## src/design/u8u16_pkg.sv

```systemverilog
// ----------------------------------------------------------------------------
// u8u16_pkg
// Types, constants and decode helpers shared by the UTF-8 to UTF-16
// transcoder and its channel interfaces.
// ----------------------------------------------------------------------------
package u8u16_pkg;

    // Code unit sent for a byte that cannot be decoded.
    localparam logic [15:0] C_HASH_UNIT  = 16'h0023;
    localparam logic [20:0] C_PLANE1     = 21'h10000;
    localparam logic [15:0] C_HI_SURR    = 16'hD800;
    localparam logic [15:0] C_LO_SURR    = 16'hDC00;
    localparam logic [9:0]  C_SURR_MASK  = 10'h3FF;
    localparam logic [5:0]  C_CONT_MASK  = 6'h3F;

    typedef logic [7:0]       t_byte;
    typedef logic [15:0]      t_unit;
    typedef logic [20:0]      t_cp;
    typedef logic [2:0]       t_len;
    typedef logic [3:0][7:0]  t_bytes4;

    // One or two code units that carry a single code point.
    typedef struct packed {
        t_unit hi;
        t_unit lo;
        logic  two;
    } t_units;

    // Sequence length from the top five bits of a lead byte; zero marks a
    // stray continuation byte or an 11111xxx byte.
    function automatic t_len seq_len(input logic [4:0] top);
        t_len l;
        if (!top[4]) begin
            l = 3'd1;
        end else if (!top[3]) begin
            l = 3'd0;
        end else if (!top[2]) begin
            l = 3'd2;
        end else if (!top[1]) begin
            l = 3'd3;
        end else if (!top[0]) begin
            l = 3'd4;
        end else begin
            l = 3'd0;
        end
        return l;
    endfunction

    // Payload bits kept from a lead byte for a given length.
    function automatic t_byte lead_mask(input t_len l);
        t_byte m;
        unique case (l)
            3'd1:    m = 8'h7F;
            3'd2:    m = 8'h1F;
            3'd3:    m = 8'h0F;
            3'd4:    m = 8'h07;
            default: m = 8'h00;
        endcase
        return m;
    endfunction

    // Decode a sequence of length l (1 to 4) starting at b[0]. Following
    // bytes contribute their low six bits unchecked.
    function automatic t_cp decode_seq(input t_bytes4 b, input t_len l);
        t_cp cp;
        cp = t_cp'(b[0] & lead_mask(l));
        for (int i = 1; i < 4; i++) begin
            if (3'(i) < l) begin
                cp = {cp[14:0], b[i][5:0] & C_CONT_MASK};
            end
        end
        return cp;
    endfunction

    // Split a code point into one unit or a surrogate pair.
    function automatic t_units cp_units(input t_cp cp);
        t_units u;
        t_cp    d;
        d = cp - C_PLANE1;
        if (cp < C_PLANE1) begin
            u.hi  = cp[15:0];
            u.lo  = 16'h0000;
            u.two = 1'b0;
        end else begin
            u.hi  = 16'(d[20:10]) + C_HI_SURR;
            u.lo  = 16'(d[9:0] & C_SURR_MASK) + C_LO_SURR;
            u.two = 1'b1;
        end
        return u;
    endfunction

endpackage

```

## src/design/u8u16_in_if.sv

```systemverilog
// ----------------------------------------------------------------------------
// u8u16_in_if
// Input channel: one UTF-8 byte per item with its end-of-stream flag.
// ----------------------------------------------------------------------------
interface u8u16_in_if import u8u16_pkg::*; ();
    logic  valid;
    logic  ready;
    t_byte in_byte;
    logic  stream_end;

    modport source (output valid, output in_byte, output stream_end, input ready);
    modport sink   (input valid, input in_byte, input stream_end, output ready);
endinterface

```

## src/design/u8u16_out_if.sv

```systemverilog
// ----------------------------------------------------------------------------
// u8u16_out_if
// Output channel: one UTF-16 code unit per item with its framing flags.
// ----------------------------------------------------------------------------
interface u8u16_out_if import u8u16_pkg::*; ();
    logic  valid;
    logic  ready;
    t_unit code_unit;
    logic  run_last;
    logic  stream_done;

    modport source (output valid, output code_unit, output run_last,
                    output stream_done, input ready);
    modport sink   (input valid, input code_unit, input run_last,
                    input stream_done, output ready);
endinterface

```

## src/design/utf8_to_utf16_transcoder.sv

```systemverilog
// ----------------------------------------------------------------------------
// utf8_to_utf16_transcoder
// Converts a UTF-8 byte stream into UTF-16 code units, one byte per item.
// ----------------------------------------------------------------------------
// An accepted byte goes through the input register, its code units through
// the result register. One byte per cycle unless a held bundle is not yet all
// taken; a byte yields up to 3 units (on the end-of-stream flush).
// Reset (synchronous, active low) empties the input and result registers and
// clears the pending sequence count and length.
module utf8_to_utf16_transcoder import u8u16_pkg::*; (
    input  logic        i_clk,
    input  logic        i_rst_n,
    u8u16_in_if.sink    i_in,
    u8u16_out_if.source o_out
);

    // Input register.
    logic  r_in_vld;
    t_byte r_in_byte;
    logic  r_in_end;

    // Pending sequence state.
    t_byte      r_pend [3];
    logic [1:0] r_pend_cnt;
    t_len       r_exp_len;

    // Result register: up to three units, shifted out from entry zero.
    t_unit      r_q [3];
    logic [1:0] r_q_cnt;
    logic       r_q_end;
    logic       r_q_vld;

    // Decode results for the item in the input register.
    t_unit      n_q [3];
    logic [1:0] n_q_cnt;
    logic [1:0] n_pend_cnt;
    t_len       n_exp_len;
    logic       n_pend_wr;

    logic out_take;
    logic res_free;
    logic advance;

    t_bytes4 buf4;
    t_len    n_len;

    // Handshake control.
    assign out_take   = o_out.valid && o_out.ready;
    assign res_free   = !r_q_vld || (out_take && (r_q_cnt == 2'd1));
    assign advance    = r_in_vld && ((n_q_cnt == 2'd0) || res_free);
    assign i_in.ready = !r_in_vld || advance;

    // Input register load.
    always_ff @(posedge i_clk) begin
        if (!i_rst_n) begin
            r_in_vld <= 1'b0;
        end else if (i_in.ready) begin
            r_in_vld <= i_in.valid;
        end
        if (i_in.ready && i_in.valid) begin
            r_in_byte <= i_in.in_byte;
            r_in_end  <= i_in.stream_end;
        end
    end

    // Decode the buffered sequence plus the new byte.
    always_comb begin
        t_len       l;
        t_len       left;
        t_len       pos;
        t_units     su;
        t_bytes4    win;
        logic [1:0] cnt;

        buf4[0] = r_pend[0];
        buf4[1] = r_pend[1];
        buf4[2] = r_pend[2];
        buf4[3] = 8'h00;
        buf4[r_pend_cnt] = r_in_byte;
        n_len = {1'b0, r_pend_cnt} + 3'd1;

        n_q[0]     = C_HASH_UNIT;
        n_q[1]     = C_HASH_UNIT;
        n_q[2]     = C_HASH_UNIT;
        cnt        = 2'd0;
        n_pend_cnt = r_pend_cnt;
        n_exp_len  = r_exp_len;
        n_pend_wr  = 1'b0;
        pos        = 3'd0;
        l          = 3'd0;
        left       = 3'd0;
        su         = '0;
        win        = '0;

        if (r_in_end) begin
            // Flush: decode what is buffered from the start, one step per byte
            // position; a non-lead byte or an unfit lead yields the hash unit.
            for (int p = 0; p < 4; p++) begin
                if ((3'(p) < n_len) && (3'(p) == pos)) begin
                    l    = seq_len(buf4[p][7:3]);
                    left = n_len - 3'(p);
                    for (int i = 0; i < 4; i++) begin
                        win[i] = (p + i < 4) ? buf4[2'(p + i)] : 8'h00;
                    end
                    if ((l == 3'd0) || (l > left)) begin
                        su.hi  = C_HASH_UNIT;
                        su.lo  = 16'h0000;
                        su.two = 1'b0;
                        pos    = 3'(p) + 3'd1;
                    end else begin
                        su  = cp_units(decode_seq(win, l));
                        pos = 3'(p) + l;
                    end
                    if (cnt != 2'd3) begin
                        n_q[cnt] = su.hi;
                        cnt      = cnt + 2'd1;
                    end
                    if (su.two && (cnt != 2'd3)) begin
                        n_q[cnt] = su.lo;
                        cnt      = cnt + 2'd1;
                    end
                end
            end
            n_pend_cnt = 2'd0;
            n_exp_len  = 3'd0;
        end else if (r_pend_cnt == 2'd0) begin
            // Lead byte: ASCII and bad leads go out now, longer forms wait.
            l = seq_len(r_in_byte[7:3]);
            if (l == 3'd0) begin
                n_q[0] = C_HASH_UNIT;
                cnt    = 2'd1;
            end else if (l == 3'd1) begin
                n_q[0] = {8'h00, r_in_byte};
                cnt    = 2'd1;
            end else begin
                n_pend_wr  = 1'b1;
                n_pend_cnt = 2'd1;
                n_exp_len  = l;
            end
        end else if ((n_len >= r_exp_len) || (n_len == 3'd4)) begin
            // Sequence complete.
            l = ((r_exp_len < 3'd2) || (r_exp_len > 3'd4)) ? n_len : r_exp_len;
            su = cp_units(decode_seq(buf4, l));
            n_q[0] = su.hi;
            n_q[1] = su.lo;
            cnt    = su.two ? 2'd2 : 2'd1;
            n_pend_cnt = 2'd0;
            n_exp_len  = 3'd0;
        end else begin
            // Still short: keep buffering.
            n_pend_wr  = 1'b1;
            n_pend_cnt = n_len[1:0];
        end
        n_q_cnt = cnt;
    end

    // Pending sequence state.
    always_ff @(posedge i_clk) begin
        if (!i_rst_n) begin
            r_pend_cnt <= 2'd0;
            r_exp_len  <= 3'd0;
        end else if (advance) begin
            r_pend_cnt <= n_pend_cnt;
            r_exp_len  <= n_exp_len;
        end
        if (advance && n_pend_wr) begin
            r_pend[r_pend_cnt] <= r_in_byte;
        end
    end

    // Result register: load a new bundle or shift out the unit just taken.
    always_ff @(posedge i_clk) begin
        if (!i_rst_n) begin
            r_q_vld <= 1'b0;
            r_q_cnt <= 2'd0;
        end else if (advance && (n_q_cnt != 2'd0)) begin
            r_q_vld <= 1'b1;
            r_q_cnt <= n_q_cnt;
        end else if (out_take) begin
            r_q_vld <= (r_q_cnt != 2'd1);
            r_q_cnt <= r_q_cnt - 2'd1;
        end
        if (advance && (n_q_cnt != 2'd0)) begin
            r_q[0]  <= n_q[0];
            r_q[1]  <= n_q[1];
            r_q[2]  <= n_q[2];
            r_q_end <= r_in_end;
        end else if (out_take) begin
            r_q[0] <= r_q[1];
            r_q[1] <= r_q[2];
        end
    end

    // Output channel.
    assign o_out.valid       = r_q_vld;
    assign o_out.code_unit   = r_q[0];
    assign o_out.run_last    = (r_q_cnt == 2'd1);
    assign o_out.stream_done = (r_q_cnt == 2'd1) && r_q_end;

    // A held result bundle always has at least one unit left.
    a_cnt_nonzero: assert property (@(posedge i_clk) disable iff (!i_rst_n)
        r_q_vld |-> (r_q_cnt != 2'd0))
        else $error("result register valid with no units");

    // A buffered sequence is always shorter than its expected length.
    a_pend_short: assert property (@(posedge i_clk) disable iff (!i_rst_n)
        (r_pend_cnt != 2'd0) |-> ({1'b0, r_pend_cnt} < r_exp_len))
        else $error("pending count reached expected length");

    // The final byte of a stream always leaves the buffer empty.
    a_end_clears: assert property (@(posedge i_clk) disable iff (!i_rst_n)
        (advance && r_in_end) |=> ((r_pend_cnt == 2'd0) && (r_exp_len == 3'd0)))
        else $error("pending state kept after stream end");

    // The final byte of a stream always produces at least one unit.
    a_end_emits: assert property (@(posedge i_clk) disable iff (!i_rst_n)
        (advance && r_in_end) |-> (n_q_cnt != 2'd0))
        else $error("stream end produced no unit");

endmodule

```

## src/flat_wrapper.sv

```systemverilog
// flat-port wrapper written by rule: the top's interface ports become plain ports
module utf8_to_utf16_transcoder_flat import u8u16_pkg::*;
  (i_clk, i_rst_n, i_in_valid, i_in_in_byte, i_in_stream_end, i_in_ready, o_out_valid, o_out_code_unit, o_out_run_last, o_out_stream_done, o_out_ready);
  u8u16_in_if i_in_i ();
  u8u16_out_if o_out_i ();
  input  logic i_clk;
  input  logic i_rst_n;
  input wire logic [$bits(i_in_i.valid)-1:0] i_in_valid;
  input wire logic [$bits(i_in_i.in_byte)-1:0] i_in_in_byte;
  input wire logic [$bits(i_in_i.stream_end)-1:0] i_in_stream_end;
  output wire logic [$bits(i_in_i.ready)-1:0] i_in_ready;
  output wire logic [$bits(o_out_i.valid)-1:0] o_out_valid;
  output wire logic [$bits(o_out_i.code_unit)-1:0] o_out_code_unit;
  output wire logic [$bits(o_out_i.run_last)-1:0] o_out_run_last;
  output wire logic [$bits(o_out_i.stream_done)-1:0] o_out_stream_done;
  input wire logic [$bits(o_out_i.ready)-1:0] o_out_ready;
  assign i_in_i.valid = i_in_valid;
  assign i_in_i.in_byte = i_in_in_byte;
  assign i_in_i.stream_end = i_in_stream_end;
  assign i_in_ready = i_in_i.ready;
  assign o_out_valid = o_out_i.valid;
  assign o_out_code_unit = o_out_i.code_unit;
  assign o_out_run_last = o_out_i.run_last;
  assign o_out_stream_done = o_out_i.stream_done;
  assign o_out_i.ready = o_out_ready;
  utf8_to_utf16_transcoder u_core (.i_clk(i_clk), .i_rst_n(i_rst_n), .i_in(i_in_i), .o_out(o_out_i));
endmodule
```

## config.mk

```make
export PLATFORM = sky130hd
export DESIGN_NAME = utf8_to_utf16_transcoder_flat
export DESIGN_NICKNAME = d
export VERILOG_FILES = /design/src/design/u8u16_pkg.sv /design/src/design/u8u16_in_if.sv /design/src/design/u8u16_out_if.sv /design/src/design/utf8_to_utf16_transcoder.sv /design/src/flat_wrapper.sv
export SDC_FILE = /design/constraint.sdc
export NUM_CORES = 1
export LEC_CHECK = 0
export BUFFER_PORTS_ARGS = -buffer_cell sky130_fd_sc_hd__buf_2
export CAP_MARGIN = 30
export CORE_MARGIN = 3
export CORE_UTILIZATION = 50
export DETAILED_ROUTE_END_ITERATION = 6
export HOLD_SLACK_MARGIN = 0.15
export PLACE_DENSITY = 0.73
export SKIP_CTS_REPAIR_TIMING = 1
export SLEW_MARGIN = 20
export SYNTH_ARGS = -nofsm -noshare
export SYNTH_HDL_FRONTEND = slang
export SYNTH_SLANG_ARGS = --single-unit
export TNS_END_PERCENT = 100
```

## constraint.sdc

```tcl
create_clock -name i_clk -period 6.32 [get_ports i_clk]
set_clock_uncertainty 0.1 [all_clocks]
set_input_delay 0.632 -clock i_clk [delete_from_list [all_inputs] [get_ports i_clk]]
set_output_delay 0.632 -clock i_clk [all_outputs]
set_load 0.005 [all_outputs]
```

==> impl_results.html <==
<table>
<tr><th>Metric</th><th>Value</th></tr>
<tr><th colspan="2">Route</th></tr>
<tr><td>Vias after detailed routing</td><td>6232</td></tr>
<tr><td>TritonRoute pass-1 iters</td><td>7</td></tr>
<tr><td>Met2 wirelength from detailed routing</td><td>10.47 mm</td></tr>
<tr><td>Number of design-rule violations left by the first detailed-router iteration</td><td>777</td></tr>
<tr><td>Routed wire length</td><td>22.27 mm</td></tr>
<tr><td>Mean number of vias per cell</td><td>6.532</td></tr>
<tr><td>Routed length per instance</td><td>23.34 microns</td></tr>
<tr><td>WL met1</td><td>9.439 mm</td></tr>
<tr><td>Sum of met3 wire segment lengths after detailed routing</td><td>1.596 mm</td></tr>
<tr><td>Number of remaining DRC errors</td><td>0</td></tr>
<tr><td>Residual antenna-violating net count after detailed routing</td><td>0</td></tr>
<tr><td>Uppermost layer routed</td><td>met4</td></tr>
<tr><th colspan="2">Clock tree</th></tr>
<tr><td>Clk buf depth</td><td>2</td></tr>
<tr><td>Latest clock arrival within the worst-skew pair</td><td>360 ps</td></tr>
<tr><td>CTS Sinks</td><td>91</td></tr>
<tr><td>Total clock buffers created by CTS</td><td>9</td></tr>
<tr><td>Library cell used as clock root buffer</td><td>sky130_fd_sc_hd__clkbuf_16</td></tr>
<tr><td>Number of H-tree levels</td><td>3</td></tr>
<tr><td>Clock slew seen by the registers of the worst setup and hold paths</td><td>80 ps</td></tr>
<tr><td>TritonCTS clock tree</td><td>done</td></tr>
<tr><th colspan="2">Timing</th></tr>
<tr><td>Setup_tns</td><td>0 ps</td></tr>
<tr><td>Slew at the pin with the worst max-slew slack</td><td>990.8 ps</td></tr>
<tr><td>Total setup violations reported at the end of the flow</td><td>0</td></tr>
<tr><td>Max-slew headroom at the worst pin</td><td>0.3206</td></tr>
<tr><td>Slew Limit Fails</td><td>0</td></tr>
<tr><td>Unrepaired setup endpoints after global routing</td><td>no</td></tr>
<tr><td>Final critical delay including setup and external delays</td><td>5173 ps</td></tr>
<tr><td>Highest clock rate</td><td>193.3 MHz</td></tr>
<tr><td>Share of the clock period used by the worst path</td><td>0.8185</td></tr>
<tr><td>Final count of hold timing violations</td><td>0</td></tr>
<tr><th colspan="2">Die</th></tr>
<tr><td>Core area</td><td>13350 sq um</td></tr>
<tr><td>Starting density of the core</td><td>0.5137</td></tr>
<tr><td>Area enclosed by the die boundary</td><td>15150 sq um</td></tr>
<tr><td>Floorplan die width</td><td>123.1 microns</td></tr>
<tr><td>Top-level port count</td><td>33</td></tr>
<tr><td>Vertical die dimension</td><td>123.1 microns</td></tr>
<tr><td>Num rows</td><td>42</td></tr>
<tr><th colspan="2">Critical path</th></tr>
<tr><td>Buffers plus inverters on the worst setup path</td><td>3</td></tr>
<tr><td>Worst EP required</td><td>6340 ps</td></tr>
<tr><td>Kind of critical path</td><td>register to register</td></tr>
<tr><td>Terminus of the critical flop-to-flop path</td><td>u_core.r_q[0][17]</td></tr>
<tr><td>Startpoint of the worst-slack reg-to-reg timing path</td><td>u_core.r_pend_cnt[0]</td></tr>
<tr><td>List of cells traversed by the critical path</td><td>inv_1 -&gt; ha_1 -&gt; buf_4 -&gt; nand3b_1 -&gt; a22oi_4 -&gt; buf_4 -&gt; ha_1 -&gt; and3b_1 -&gt; o21ai_0 -&gt; nand2_1 -&gt; o211a_1 -&gt; and3_1 -&gt; o32ai_2 -&gt; o21ai_0 -&gt; a31o_1</td></tr>
<tr><td>Setup slack, reg-to-reg</td><td>1150 ps</td></tr>
<tr><td>Max Fanout on Critical Path</td><td>20</td></tr>
<tr><td>Stage delay of the slowest cell on the critical path</td><td>670 ps</td></tr>
<tr><td>Category of the worst setup path capture point</td><td>register</td></tr>
<tr><td>Data arrival, critical path</td><td>5200 ps</td></tr>
<tr><td>Path depth of the worst reg2reg path</td><td>15</td></tr>
<tr><td>Critical path startpoint category</td><td>register</td></tr>
<tr><td>Cell with the largest stage delay on the worst path</td><td>sky130_fd_sc_hd__dfxtp_1</td></tr>
<tr><td>Kind of cell adding the most delay to the critical path</td><td>compound AO/OA/AOI/OAI gates</td></tr>
<tr><th colspan="2">Logic synthesis</th></tr>
<tr><td>Number of flops mapped to enable cells by yosys</td><td>82</td></tr>
<tr><td>Share of flip-flops with an asynchronous set or reset</td><td>0</td></tr>
<tr><td>Leading cell type by number of instances after synthesis</td><td>sky130_fd_sc_hd__nand2_1</td></tr>
<tr><td>Mean instance size in the synthesized netlist</td><td>9.022 sq um</td></tr>
<tr><td>Post-synthesis cell count</td><td>760</td></tr>
<tr><td>Part of the Yosys area used for sequential elements</td><td>0.3854</td></tr>
<tr><td>Yosys Warn Count</td><td>0</td></tr>
<tr><td>Most used flip-flop cell after synthesis</td><td>sky130_fd_sc_hd__edfxtp_1</td></tr>
<tr><td>Fraction of synthesized cell area taken by the top area cell type</td><td>0.3591</td></tr>
<tr><td>Syn Std Cell Area</td><td>6857 sq um</td></tr>
<tr><td>Area contributors post-synth</td><td>sky130_fd_sc_hd__edfxtp_1, sky130_fd_sc_hd__ha_1, sky130_fd_sc_hd__nand2_1</td></tr>
<tr><td>Flops &amp; latches, synth</td><td>91</td></tr>
<tr><td>Post-synthesis cell type with the largest combined area</td><td>sky130_fd_sc_hd__edfxtp_1</td></tr>
<tr><td>Post-synthesis cell type count</td><td>86</td></tr>
<tr><td>Leading cell types by count after synthesis</td><td>sky130_fd_sc_hd__nand2_1, sky130_fd_sc_hd__edfxtp_1, sky130_fd_sc_hd__nor2_1</td></tr>
<tr><th colspan="2">GRT</th></tr>
<tr><td>All-Layer GR Usage</td><td>0.3022</td></tr>
<tr><td>Global-route wire length before repair</td><td>34.59 mm</td></tr>
<tr><td>Number of global-route vias before repair</td><td>6027</td></tr>
<tr><td>Number of antenna violations at the first check in global routing</td><td>0</td></tr>
<tr><td>Maximum number of pins on one net before global-route repair</td><td>33</td></tr>
<tr><td>Global route total overflow</td><td>0</td></tr>
<tr><th colspan="2">Finish</th></tr>
<tr><td># fillers</td><td>1223</td></tr>
<tr><td>Share of post-route cells with drive strength above 1</td><td>0.1272</td></tr>
<tr><td>Area Overhead vs Synth</td><td>7.883%</td></tr>
<tr><td>Final antenna diode count</td><td>0</td></tr>
<tr><td>Final #Nets</td><td>813</td></tr>
<tr><th colspan="2">Power</th></tr>
<tr><td>Maximum vdd drop</td><td>0.2245 mV</td></tr>
<tr><td>Pwr per Cell Area</td><td>197.9 nW/um^2</td></tr>
<tr><td>Static Leak</td><td>2.696 nW</td></tr>
<tr><td>Power after layout</td><td>1.464 mW</td></tr>
<tr><th colspan="2">Place</th></tr>
<tr><td>HPWL after detailed placement</td><td>16.80 mm</td></tr>
<tr><td>Number of buffers inserted by port buffering</td><td>32</td></tr>
<tr><td>Global placement routability congestion</td><td>1.039</td></tr>
<tr><th colspan="2">Flow run</th></tr>
<tr><td>Number of max-cap violations</td><td>0</td></tr>
<tr><th colspan="2">Min path</th></tr>
<tr><td>Hold Crit Endpoint</td><td>u_core.r_in_end</td></tr>
<tr><td>Hold Path Cell Cnt</td><td>1</td></tr>
<tr><td>Class of the tightest hold or removal check</td><td>input pin to register</td></tr>
<tr><td>Worst Min Path Start</td><td>i_in_stream_end</td></tr>
<tr><th colspan="2">Run status</th></tr>
<tr><td>Status</td><td>finished clean</td></tr>
</table>
[where the power goes]
part	leakage (nW)	internal, mW	total (mW)	switching (mW)
sequential	0.827	0.687	0.711	0.0232
clock	0.149	0.283	0.550	0.267
combinational	1.72	0.0689	0.203	0.135
[state kept, by name (all words and copies together) (netlist names)]
register / count
u_core.r_pend_cnt: 2
u_core.r_pend: 24
u_core.r_in_end: 1
u_core.o_out.valid: 1
u_core.r_q_end: 1
u_core.r_q_cnt: 2
u_core.r_exp_len: 3
u_core.r_in_byte: 8
u_core.r_in_vld: 1
u_core.r_q: 48
[per-layer routing]
metal / GRT usage / vias up
met2: 0.4868 / 317
li1: - / 2879
met3: 0.05672 / 48
met1: 0.4056 / 2988
met4: 0.1142 / 0
met5: 0 / -
[how the worst max path moves through the flow]
stage                                    start                 to  slack [ps]  cells past startpoint
after detailed placement  u_core.r_pend_cnt[0]  u_core.r_q[0][17]        1290                     15
after global routing      u_core.r_pend_cnt[0]  u_core.r_q[0][17]         950                     15
final                     u_core.r_pend_cnt[0]  u_core.r_q[0][17]        1150                     15
after floorplan           u_core.r_pend_cnt[0]   u_core.r_q[0][0]        1270                     10
after global placement    u_core.r_pend_cnt[0]  u_core.r_q[0][17]        1540                     15
after CTS                 u_core.r_pend_cnt[0]  u_core.r_q[0][17]        1310                     15
[per-stage QoR]
stage               instances  instance area, sq um    util  setup WS, ps  hold slack [ps]
floorplan                 772                  6902       -          1266            357.9
global placement          935                  7069  0.5296          1542            412.6
detailed placement        938                  7096  0.5316          1287            419.3
CTS                       954                  7397  0.5542          1307            330.6
global route              954                  7397  0.5542         950.3            328.5
finish                    954                  7397  0.5542          1147            336.9
[logic make-up after synthesis]
family | after synthesis | synth area share
fa+ha+maj | 27 | 0.04927
simple gates | 265 | 0.1858
buf+inv | 82 | 0.05839
mux | 33 | 0.05146
compound gates | 255 | 0.2615
flops | 91 | 0.3854
xor+xnor | 6 | 0.007666
other cells | 1 | 0.0005469
[cell type report]
type                            count  area (sq um)  area share
Inverter                           26         97.59     0.01319
Timing Repair Buffer               46         269.0     0.03637
Sequential cell                    91          2643      0.3572
Clock buffer                        9         225.2     0.03045
Multi-Input combinational cell    599          3866      0.5227
Tap cell                          176         220.2     0.02977
Clock inverter                      7         76.32     0.01032
[cells in the final DEF (no fill, tap or decap), drive strengths merged, types with 4 or more instances in the layout]
cell	count
a21oi	47
nor3	15
nor4	5
o21ai	62
ha	27
a211oi	4
nand3b	6
o32ai	4
nand2	84
o211a	4
nand2b	8
and3	7
edfxtp	82
and2	10
a22oi	8
nand3	23
o221ai	7
a31oi	19
conb	13
a221oi	4
o31a	4
mux2i	21
o211ai	17
clkbuf	9
nor3b	5
nor2	74
buf	46
o31ai	6
nor2b	7
nand4	4
dfxtp	9
o22ai	15
mux2	12
o311ai	4
a21o	5
o21a	16
or3	4
a22o	5
or2	4
inv	30
Note: power is estimated with default switching activity, not from simulation.
